## config.mk

```make
export PLATFORM = sky130hd
export DESIGN_NAME = line_substring_filter
export DESIGN_NICKNAME = d
export VERILOG_FILES = /design/src/sv/lsf_pkg.sv /design/src/sv/lsf_line_mem.sv /design/src/sv/lsf_matcher.sv /design/src/sv/line_substring_filter.sv
export VERILOG_INCLUDE_DIRS = /design/src /design/src/sv
export SDC_FILE = /design/constraint.sdc
export NUM_CORES = 2
export LEC_CHECK = 0
export ABC_AREA = 1
export BUFFER_PORTS_ARGS = -buffer_cell sky130_fd_sc_hd__buf_2
export CAP_MARGIN = 40
export CORE_MARGIN = 3
export CORE_UTILIZATION = 40
export DETAILED_ROUTE_END_ITERATION = 6
export SYNTH_ARGS = -nofsm -noshare
export SYNTH_HDL_FRONTEND = slang
export SYNTH_SLANG_ARGS = --single-unit
```

## constraint.sdc

```tcl
create_clock -name i_clk -period 4.16 [get_ports i_clk]
set_input_delay 0.624 -clock i_clk [delete_from_list [all_inputs] [get_ports i_clk]]
set_output_delay 0.624 -clock i_clk [all_outputs]
set_load 0.005 [all_outputs]
```

## src/sv/line_substring_filter_defines.svh

```systemverilog
`ifndef LINE_SUBSTRING_FILTER_DEFINES_SVH
`define LINE_SUBSTRING_FILTER_DEFINES_SVH

// condition holds at every edge out of reset
`define LSF_ASSERT_ALWAYS(lbl, cond, msg) \
    lbl: assert property (@(posedge i_clk) disable iff (!i_rst_n) (cond)) \
        else $error(msg);

// consequence holds in the same cycle
`define LSF_ASSERT_NOW(lbl, ante, cons, msg) \
    lbl: assert property (@(posedge i_clk) disable iff (!i_rst_n) (ante) |-> (cons)) \
        else $error(msg);

// consequence holds in the next cycle
`define LSF_ASSERT_NEXT(lbl, ante, cons, msg) \
    lbl: assert property (@(posedge i_clk) disable iff (!i_rst_n) (ante) |=> (cons)) \
        else $error(msg);

`endif

```

## src/sv/lsf_pkg.sv

```systemverilog
`default_nettype none

package lsf_pkg;

    localparam int LINE_LIMIT_DEF  = 126;
    localparam int PATTERN_MAX_DEF = 16;

    localparam int PLEN_W     = 5;
    localparam int CFG_ADDR_W = 2;
    localparam int CFG_DATA_W = 64;
    localparam int PAT_W      = 128;
    localparam int S_TDATA_W  = 8;
    localparam int M_TDATA_W  = 40;
    localparam int M_USED_W   = 35;

    localparam logic [7:0] CHAR_LF = 8'h0A;
    localparam logic [7:0] CHAR_CR = 8'h0D;

    localparam logic MODE_BYTE = 1'b0;
    localparam logic MODE_EOS  = 1'b1;

    localparam logic [CFG_ADDR_W-1:0] CFG_PAT_LOW  = 2'd0;
    localparam logic [CFG_ADDR_W-1:0] CFG_PAT_HIGH = 2'd1;
    localparam logic [CFG_ADDR_W-1:0] CFG_PAT_LEN  = 2'd2;

    typedef enum logic [1:0] {
        ST_COLLECT,
        ST_FETCH,
        ST_LOAD
    } t_state;

    typedef struct packed {
        logic       push;
        logic       clear;
        logic       len_ok;
        logic [7:0] data;
    } t_match_ctrl;

    typedef struct packed {
        logic       we;
        logic [1:0] lane;
        logic [7:0] data;
    } t_mem_wr;

endpackage

`default_nettype wire

```

## src/sv/lsf_line_mem.sv

```systemverilog
`default_nettype none

module lsf_line_mem #(
    parameter int ROWS  = 32,
    parameter int ROW_W = 5
) (
    input  wire logic                 i_clk,
    input  wire lsf_pkg::t_mem_wr     i_wr,
    input  wire logic [ROW_W-1:0]     i_waddr,
    input  wire logic                 i_re,
    input  wire logic [ROW_W-1:0]     i_raddr,
    output logic      [31:0]          o_rdata
);

    logic [3:0][7:0] mem [ROWS];
    logic [31:0]     r_rdata;

    // byte-lane write, one 4-byte row read
    always_ff @(posedge i_clk) begin
        if (i_wr.we) begin
            mem[i_waddr][i_wr.lane] <= i_wr.data;
        end
    end

    always_ff @(posedge i_clk) begin
        if (i_re) begin
            r_rdata <= mem[i_raddr];
        end
    end

    assign o_rdata = r_rdata;

endmodule

`default_nettype wire

```

## src/sv/lsf_matcher.sv

```systemverilog
`default_nettype none

module lsf_matcher #(
    parameter int PATTERN_MAX = lsf_pkg::PATTERN_MAX_DEF
) (
    input  wire logic                         i_clk,
    input  wire logic                         i_rst_n,
    input  wire lsf_pkg::t_match_ctrl         i_ctl,
    input  wire logic [lsf_pkg::PAT_W-1:0]    i_pattern,
    input  wire logic [lsf_pkg::PLEN_W-1:0]   i_plen,
    output logic                              o_match_seen
);

    localparam int IW = (PATTERN_MAX > 1) ? $clog2(PATTERN_MAX) : 1;

    logic [7:0] r_win [PATTERN_MAX];
    logic [7:0] nw    [PATTERN_MAX];
    logic       r_match_seen;
    logic       eq;

    // window after the new byte shifts in
    always_comb begin
        nw[0] = i_ctl.data;
        for (int j = 1; j < PATTERN_MAX; j++) begin
            nw[j] = r_win[j-1];
        end
    end

    always_comb begin
        logic [lsf_pkg::PLEN_W-1:0] idx;
        eq  = 1'b1;
        idx = '0;
        for (int k = 0; k < PATTERN_MAX; k++) begin
            idx = i_plen - lsf_pkg::PLEN_W'(k) - lsf_pkg::PLEN_W'(1);
            if (lsf_pkg::PLEN_W'(k) < i_plen) begin
                if (nw[idx[IW-1:0]] != i_pattern[8*k +: 8]) begin
                    eq = 1'b0;
                end
            end
        end
    end

    always_ff @(posedge i_clk) begin
        if (!i_rst_n) begin
            for (int j = 0; j < PATTERN_MAX; j++) begin
                r_win[j] <= '0;
            end
            r_match_seen <= 1'b0;
        end else if (i_ctl.clear) begin
            r_match_seen <= 1'b0;
        end else if (i_ctl.push) begin
            for (int j = 0; j < PATTERN_MAX; j++) begin
                r_win[j] <= nw[j];
            end
            if (i_ctl.len_ok && eq) begin
                r_match_seen <= 1'b1;
            end
        end
    end

    assign o_match_seen = r_match_seen;

endmodule

`default_nettype wire

```

## src/sv/line_substring_filter.sv

```systemverilog
`default_nettype none

// Fixed-string line filter. Bytes come in on the slave stream one per cycle while
// tready is high and are held in a line memory of 4-byte rows; a line ends on LF,
// at end of stream or on a byte that arrives when LINE_LIMIT bytes are held, and
// CR is dropped. A line that contains the pattern goes out with CR LF appended, up
// to four bytes per output item, tlast on the final one. While a matching line is
// sent, input is stopped: each output item is one row read through the memory's
// single registered read port, then a load of the output register, which waits
// while the master stalls. Configure only while no line is being sent.
module line_substring_filter #(
    parameter int LINE_LIMIT  = lsf_pkg::LINE_LIMIT_DEF,
    parameter int PATTERN_MAX = lsf_pkg::PATTERN_MAX_DEF
) (
    input  wire logic                             i_clk,
    input  wire logic                             i_rst_n,
    // configuration write port
    input  wire logic                             i_cfg_we,
    input  wire logic [lsf_pkg::CFG_ADDR_W-1:0]   i_cfg_addr,
    input  wire logic [lsf_pkg::CFG_DATA_W-1:0]   i_cfg_wdata,
    // slave stream
    input  wire logic                             i_s_axis_tvalid,
    output logic                                  o_s_axis_tready,
    input  wire logic [lsf_pkg::S_TDATA_W-1:0]    i_s_axis_tdata,  // data_byte[7:0]
    input  wire logic                             i_s_axis_tuser,  // mode
    // master stream
    output logic                                  o_m_axis_tvalid,
    input  wire logic                             i_m_axis_tready,
    output logic [lsf_pkg::M_TDATA_W-1:0]         o_m_axis_tdata,
    // byte_0[7:0], byte_1[15:8], byte_2[23:16], byte_3[31:24], byte_count[34:32], zeros
    output logic                                  o_m_axis_tlast
);

    `include "line_substring_filter_defines.svh"

    localparam int LW    = $clog2(LINE_LIMIT + 1);
    localparam int PW    = LW + 1;
    localparam int ROWS  = (LINE_LIMIT + 3) / 4;
    localparam int ROW_W = (ROWS > 1) ? $clog2(ROWS) : 1;
    localparam int GRP_W = $clog2(ROWS + 1);
    localparam int CW    = (LW > lsf_pkg::PLEN_W) ? LW : lsf_pkg::PLEN_W;

    lsf_pkg::t_state             r_state, n_state;
    logic [LW-1:0]               r_len, n_len;
    logic [GRP_W-1:0]            r_grp, n_grp;
    logic [lsf_pkg::CFG_DATA_W-1:0] r_pat_lo, r_pat_hi;
    logic [lsf_pkg::PLEN_W-1:0]  r_plen;
    logic [lsf_pkg::PLEN_W-1:0]  plen_eff;
    logic                        r_out_valid;
    logic [lsf_pkg::M_USED_W-1:0] r_out_data;
    logic                        r_out_last;

    lsf_pkg::t_match_ctrl        mctl;
    lsf_pkg::t_mem_wr            mwr;
    logic                        mem_re;
    logic [ROW_W-1:0]            mem_raddr;
    logic [31:0]                 mem_rdata;
    logic                        match_seen;

    logic                        s_acc;
    logic                        line_end;
    logic [LW-1:0]               len_next;
    logic                        out_load;

    logic [PW-1:0]               base, lenp, totp, rem;
    logic [3:0][7:0]             grp_bytes;
    logic [2:0]                  grp_cnt;
    logic                        grp_last;

    // configuration
    always_ff @(posedge i_clk) begin
        if (!i_rst_n) begin
            r_pat_lo <= '0;
            r_pat_hi <= '0;
            r_plen   <= '0;
        end else if (i_cfg_we) begin
            case (i_cfg_addr)
                lsf_pkg::CFG_PAT_LOW:  r_pat_lo <= i_cfg_wdata;
                lsf_pkg::CFG_PAT_HIGH: r_pat_hi <= i_cfg_wdata;
                lsf_pkg::CFG_PAT_LEN:  r_plen   <= i_cfg_wdata[lsf_pkg::PLEN_W-1:0];
                default: ;
            endcase
        end
    end

    assign plen_eff = (r_plen > lsf_pkg::PLEN_W'(PATTERN_MAX))
                    ? lsf_pkg::PLEN_W'(PATTERN_MAX) : r_plen;

    assign o_s_axis_tready = (r_state == lsf_pkg::ST_COLLECT);
    assign s_acc           = i_s_axis_tvalid && o_s_axis_tready;
    assign line_end        = (i_s_axis_tuser == lsf_pkg::MODE_EOS)
                          || (i_s_axis_tdata == lsf_pkg::CHAR_LF)
                          || (r_len >= LW'(LINE_LIMIT));
    assign len_next        = r_len + LW'(1);
    assign out_load        = (r_state == lsf_pkg::ST_LOAD)
                          && (!r_out_valid || i_m_axis_tready);

    // group assembly from the row just read
    always_comb begin
        logic [PW-1:0] p;
        base = PW'({r_grp, 2'b00});
        lenp = PW'(r_len);
        totp = lenp + PW'(2);
        rem  = totp - base;
        p    = '0;
        for (int k = 0; k < 4; k++) begin
            p = base + PW'(k);
            if (p < lenp) begin
                grp_bytes[k] = mem_rdata[8*k +: 8];
            end else if (p == lenp) begin
                grp_bytes[k] = lsf_pkg::CHAR_CR;
            end else if (p == lenp + PW'(1)) begin
                grp_bytes[k] = lsf_pkg::CHAR_LF;
            end else begin
                grp_bytes[k] = '0;
            end
        end
        grp_cnt  = (rem >= PW'(4)) ? 3'd4 : rem[2:0];
        grp_last = (base + PW'(4)) >= totp;
    end

    always_comb begin
        n_state = r_state;
        n_len   = r_len;
        n_grp   = r_grp;
        mctl    = '0;
        mwr     = '0;
        mem_re  = 1'b0;
        mctl.data   = i_s_axis_tdata;
        mctl.len_ok = CW'(len_next) >= CW'(plen_eff);
        mwr.data    = i_s_axis_tdata;
        mwr.lane    = r_len[1:0];
        case (r_state)
            lsf_pkg::ST_COLLECT: begin
                if (s_acc) begin
                    if (line_end) begin
                        if (match_seen && (r_len != '0)) begin
                            n_grp   = '0;
                            n_state = lsf_pkg::ST_FETCH;
                        end else begin
                            n_len      = '0;
                            mctl.clear = 1'b1;
                        end
                    end else if (i_s_axis_tdata != lsf_pkg::CHAR_CR) begin
                        mwr.we    = 1'b1;
                        mctl.push = 1'b1;
                        n_len     = len_next;
                    end
                end
            end
            lsf_pkg::ST_FETCH: begin
                mem_re  = 1'b1;
                n_state = lsf_pkg::ST_LOAD;
            end
            lsf_pkg::ST_LOAD: begin
                if (out_load) begin
                    n_grp = r_grp + GRP_W'(1);
                    if (grp_last) begin
                        n_state    = lsf_pkg::ST_COLLECT;
                        n_len      = '0;
                        mctl.clear = 1'b1;
                    end else begin
                        n_state = lsf_pkg::ST_FETCH;
                    end
                end
            end
            default: n_state = lsf_pkg::ST_COLLECT;
        endcase
    end

    always_ff @(posedge i_clk) begin
        if (!i_rst_n) begin
            r_state <= lsf_pkg::ST_COLLECT;
            r_len   <= '0;
            r_grp   <= '0;
        end else begin
            r_state <= n_state;
            r_len   <= n_len;
            r_grp   <= n_grp;
        end
    end

    assign mem_raddr = (r_grp < GRP_W'(ROWS)) ? r_grp[ROW_W-1:0] : '0;

    lsf_line_mem #(
        .ROWS  (ROWS),
        .ROW_W (ROW_W)
    ) u_mem (
        .i_clk   (i_clk),
        .i_wr    (mwr),
        .i_waddr (ROW_W'(r_len >> 2)),
        .i_re    (mem_re),
        .i_raddr (mem_raddr),
        .o_rdata (mem_rdata)
    );

    lsf_matcher #(
        .PATTERN_MAX (PATTERN_MAX)
    ) u_match (
        .i_clk        (i_clk),
        .i_rst_n      (i_rst_n),
        .i_ctl        (mctl),
        .i_pattern    ({r_pat_hi, r_pat_lo}),
        .i_plen       (plen_eff),
        .o_match_seen (match_seen)
    );

    // output register
    always_ff @(posedge i_clk) begin
        if (!i_rst_n) begin
            r_out_valid <= 1'b0;
        end else if (out_load) begin
            r_out_valid <= 1'b1;
        end else if (i_m_axis_tready) begin
            r_out_valid <= 1'b0;
        end
    end

    always_ff @(posedge i_clk) begin
        if (out_load) begin
            r_out_data <= {grp_cnt, grp_bytes};
            r_out_last <= grp_last;
        end
    end

    assign o_m_axis_tvalid = r_out_valid;
    assign o_m_axis_tdata  = lsf_pkg::M_TDATA_W'(r_out_data);
    assign o_m_axis_tlast  = r_out_last;

    `LSF_ASSERT_ALWAYS(a_len_bound, r_len <= LW'(LINE_LIMIT), "line length beyond limit")
    `LSF_ASSERT_NOW(a_match_nonempty, match_seen, r_len != '0, "match flagged on empty line")
    `LSF_ASSERT_NEXT(a_last_returns, out_load && grp_last,
        (r_state == lsf_pkg::ST_COLLECT) && (r_len == '0) && !match_seen,
        "line state not cleared after last group")
    `LSF_ASSERT_NOW(a_count_range, r_out_valid,
        (r_out_data[34:32] != 3'd0) && (r_out_data[34:32] <= 3'd4),
        "output byte count out of range")

endmodule

`default_nettype wire

```

==> metrics.md <==
| Metric | Value |
|---|---|
| Chip height | between 400 and 500 um |
| Global-route wire length before repair | between 300 and 400 mm |
| LEAKAGE | about 27 nW |
| Die X | around 400 um |
| Rows | roughly 150 |
| CTS Buffer Depth | 3 |
| Synth warn | 0 |
| CTS tree | done |
| Area growth, synth to finish | 13.4% |
| Commonest register cell after synthesis | edfxtp_1 |
| Die area | between 150000 and 200000 um2 |
| All-layer global routing usage | around a quarter |
| Worst hold margin | between 0.09 and 0.1 ns |
| Count leader, synth | edfxtp_1 |
| Mean Syn Cell Area | approximately 10 um2 |
| DRT Pass-1 Iters | 7 |
| Initial Util | slightly above 40% |
| Layout Nets | ~6600 |
| CP Class | reg2reg |
| Clock slew seen by the registers of the worst setup and hold paths | roughly 0.07 ns |
| Post-DP HPWL | approximately 140 mm |
| Critical path peak fanout | between 40 and 50 |
| RSZ-0062 raised after global routing | false |
| Total of max-cap violations | 0 |
| Placed insts | around 8400 |
| Post-layout min period | approximately 3.8 ns |
| Clk sinks | between 1000 and 1500 |
| Final Util | between 40% and 50% |
| Worst slew pin tran | approximately 0.88 ns |
| H-tree Lvls | 4 |
| Vias in the first global route | about 46000 |
| Max-slew violations | 0 |
| Period utilization | approximately nine tenths |
| Via count | 49400 |
| Outcome | finished, violations left |
| DRC Markers | 10 |
| Ports | roughly 120 |
| Avg WL per Cell | between 20 and 25 um |
| Port-buffer cells | 117 |
| Headroom to the max-slew limit | between 40% and 50% |
| Fmax | between 200 and 300 MHz |
| Largest net degree at the start of global routing | 143 |
| Share of the synthesized area in the top cell type | 57.3% |
| Pwr dens | around 430 nW/um2 |
| Mapped Cells | around 6400 |
| Latest clock arrival within the worst-skew pair | 0.82 ns |
| 1st-iter DRT viols | 5803 |
| Congestion Overflow GR | 0 |
| Gp weighted congestion | just over 1 |
| Post-synth top area cell | edfxtp_1 |
| Post-synth EDFFs | between 1000 and 1500 |
| CP startpoint kind | flip-flop |
| Final cell count without fillers | slightly below 9000 |
| Share of cells above drive strength 1 | 9.74% |
| DRT Wirelength | between 200 and 250 mm |
| Seq/Total Area, Yosys | between 60% and 70% |
| Total CTS buffers | approximately 150 |
| Worst Path Arrival | roughly 4.5 ns |
| Yosys reg bits | 1362 |
| Initial antenna violation count | 16 |
| Skew final | 0.0656 ns |
| Synth area leaders | edfxtp_1 (57%), nand3_1 (7.3%), nand2_1 (5.9%) |
| Post-CTS Resized | 0 |
| Area of the core | 157000 um2 |
| Final setup vio count | 0 |
| Clk root buf | clkbuf_16 |
| Final ANT Viol Nets | 0 |
| Worst VDD drop | 0.000462 V |
| Post-Syn Area | approximately 64000 um2 |
| Synth async-reset ratio | 0% |
| Postcts setup bufs | 0 |
| Setup TNS | 0 ns |
| Worst min-delay path class | in2reg |
| Netlist cell types | 50 |
| Crit path capture type | flip-flop |
| Worst Path Required | 4.89 ns |
| Via/cell ratio | roughly 5.7 |
| Violated checks | design-rule violations |
| Fin. Hold Viols | 0 |
| Hold_buf cts | 0 |
| Synth cell count leaders | edfxtp_1 (1212), nand2_1 (1006), nor2_1 (991) |
-- worst paths after layout --
check,startpoint,end,slack [ns],cells past startpoint
setup / recovery,r_plen[3]$_SDFFE_PN0P_,u_match.o_match_seen$_SDFFE_PP0P_,0.40,24
hold / removal,i_cfg_wdata[31],r_pat_hi[31]$_SDFFE_PN0P_,0.1,3
setup reg to reg,r_plen[3]$_SDFFE_PN0P_,u_match.o_match_seen$_SDFFE_PP0P_,0.40,24
hold reg to reg,r_pat_lo[60]$_SDFFE_PN0P_,r_pat_lo[60]$_SDFFE_PN0P_,0.46,2
-- cells by family (layout without fill, tap and decap cells) --
| logic type | count (synthesis) | count (layout) | share of synthesized area, % |
|---|---|---|---|
| buffers and inverters | 803 | 1042 | 5.27 |
| DFF | 1362 | 1362 | 62.0 |
| other | 1 | 8 | 0.00590 |
| xor gates and xnor gates | 28 | 28 | 0.398 |
| and+or+nand+nor | 2985 | 2985 | 19.9 |
| adders and majority gates | 33 | 33 | 0.662 |
| AOI/OAI and AO/OA | 1147 | 1147 | 11.8 |
-- power by group --
part / internal, mW / leakage [nW] / total [mW] / switching [mW]
logic: 0.870 / 12.0 / 3.22 / 2.35
registers: 15.1 / 12.3 / 15.2 / 0.112
clock network: 7.04 / 2.27 / 12.8 / 5.77
total: 23.0 / 26.6 / 31.2 / 8.23
-- state kept, by name, indices dropped and copies added, names as in the netlist --
signal and count:
r_out_data 35, r_pat_lo 64, r_state 2, r_len 7, r_grp 6, u_mem.o_rdata 32, u_match.o_match_seen 1, r_pat_hi 64
r_plen 5, u_match.r_win 120, u_mem.mem 1024, o_m_axis_tvalid 1, o_m_axis_tlast 1
-- through the flow --
step           power [mW]  setup slack (ns)  instance area [um2]
3_3_place_gp         18.6             0.128                67200
4_1_cts              31.3             0.541                72000
6_report             31.2             0.404                72000
2_1_floorplan        17.4             0.765                63500
3_5_place_dp         18.6             0.545                67300
5_1_grt              32.3             0.171                72000
-- critical path, cell delays in order, from the launching register on --
cell,delay [ns]
dfxtp_1,0.39
nor2_4,0.13
nand2_4,0.09
nand2_8,0.09
buf_4,0.45
nand2_4,0.19
nand2_1,0.14
nand2_1,0.12
inv_2,0.47
nand3_1,0.20
nand3_1,0.16
nand2_1,0.06
nand2_1,0.06
nand2_1,0.06
inv_1,0.05
nand2_1,0.05
nor2_1,0.19
nand2_1,0.17
nand2_1,0.10
nand2_1,0.05
nor2_1,0.08
nand2_1,0.06
nor2_1,0.09
nand2_1,0.06
a21oi_1,0.11
-- area by class of cell --
cell class	count	area [um2]
Antenna cell	3	7.51
Clock buffer	189	3890
Clock inverter	83	816
Fill cell	14600	84900
Inverter	392	1490
Multi-Input combinational cell	4198	20900
Sequential cell	1362	39400
Tap cell	2058	2570
Timing Repair Buffer	378	3000
-- placed cells by master, fill, tap and decap left out, types with 5 or more instances in the layout --
cell,n
a211oi_1,7
a21oi_1,163
a31oi_1,34
buf_12,28
buf_2,109
buf_4,237
bufinv_16,5
clkbuf_1,38
clkbuf_16,148
clkinv_1,28
clkinv_16,8
clkinv_2,26
clkinvlp_4,6
conb_1,5
dfxtp_1,149
edfxtp_1,1212
ha_1,32
inv_1,376
inv_2,10
nand2_1,1004
nand2_2,12
nand2_4,9
nand3_1,924
nand3b_1,13
nand4_1,10
nor2_1,985
nor2_4,10
nor3_1,9
o211ai_1,132
o21ai_0,407
o21bai_1,129
o311ai_0,128
o32ai_1,128
xor2_1,25
-- layer usage --
metal / vias to the layer above / part of all wire, % / global-route usage (%)
li1: 22800 / - / -
met1: 24000 / 43 / 34.8
met2: 2154 / 44 / 37.2
met3: 388 / 8.6 / 4.77
met4: 10 / 4.3 / 9.92
met5: - / 0.035 / 0
Note: power is estimated with default switching activity, not from simulation.
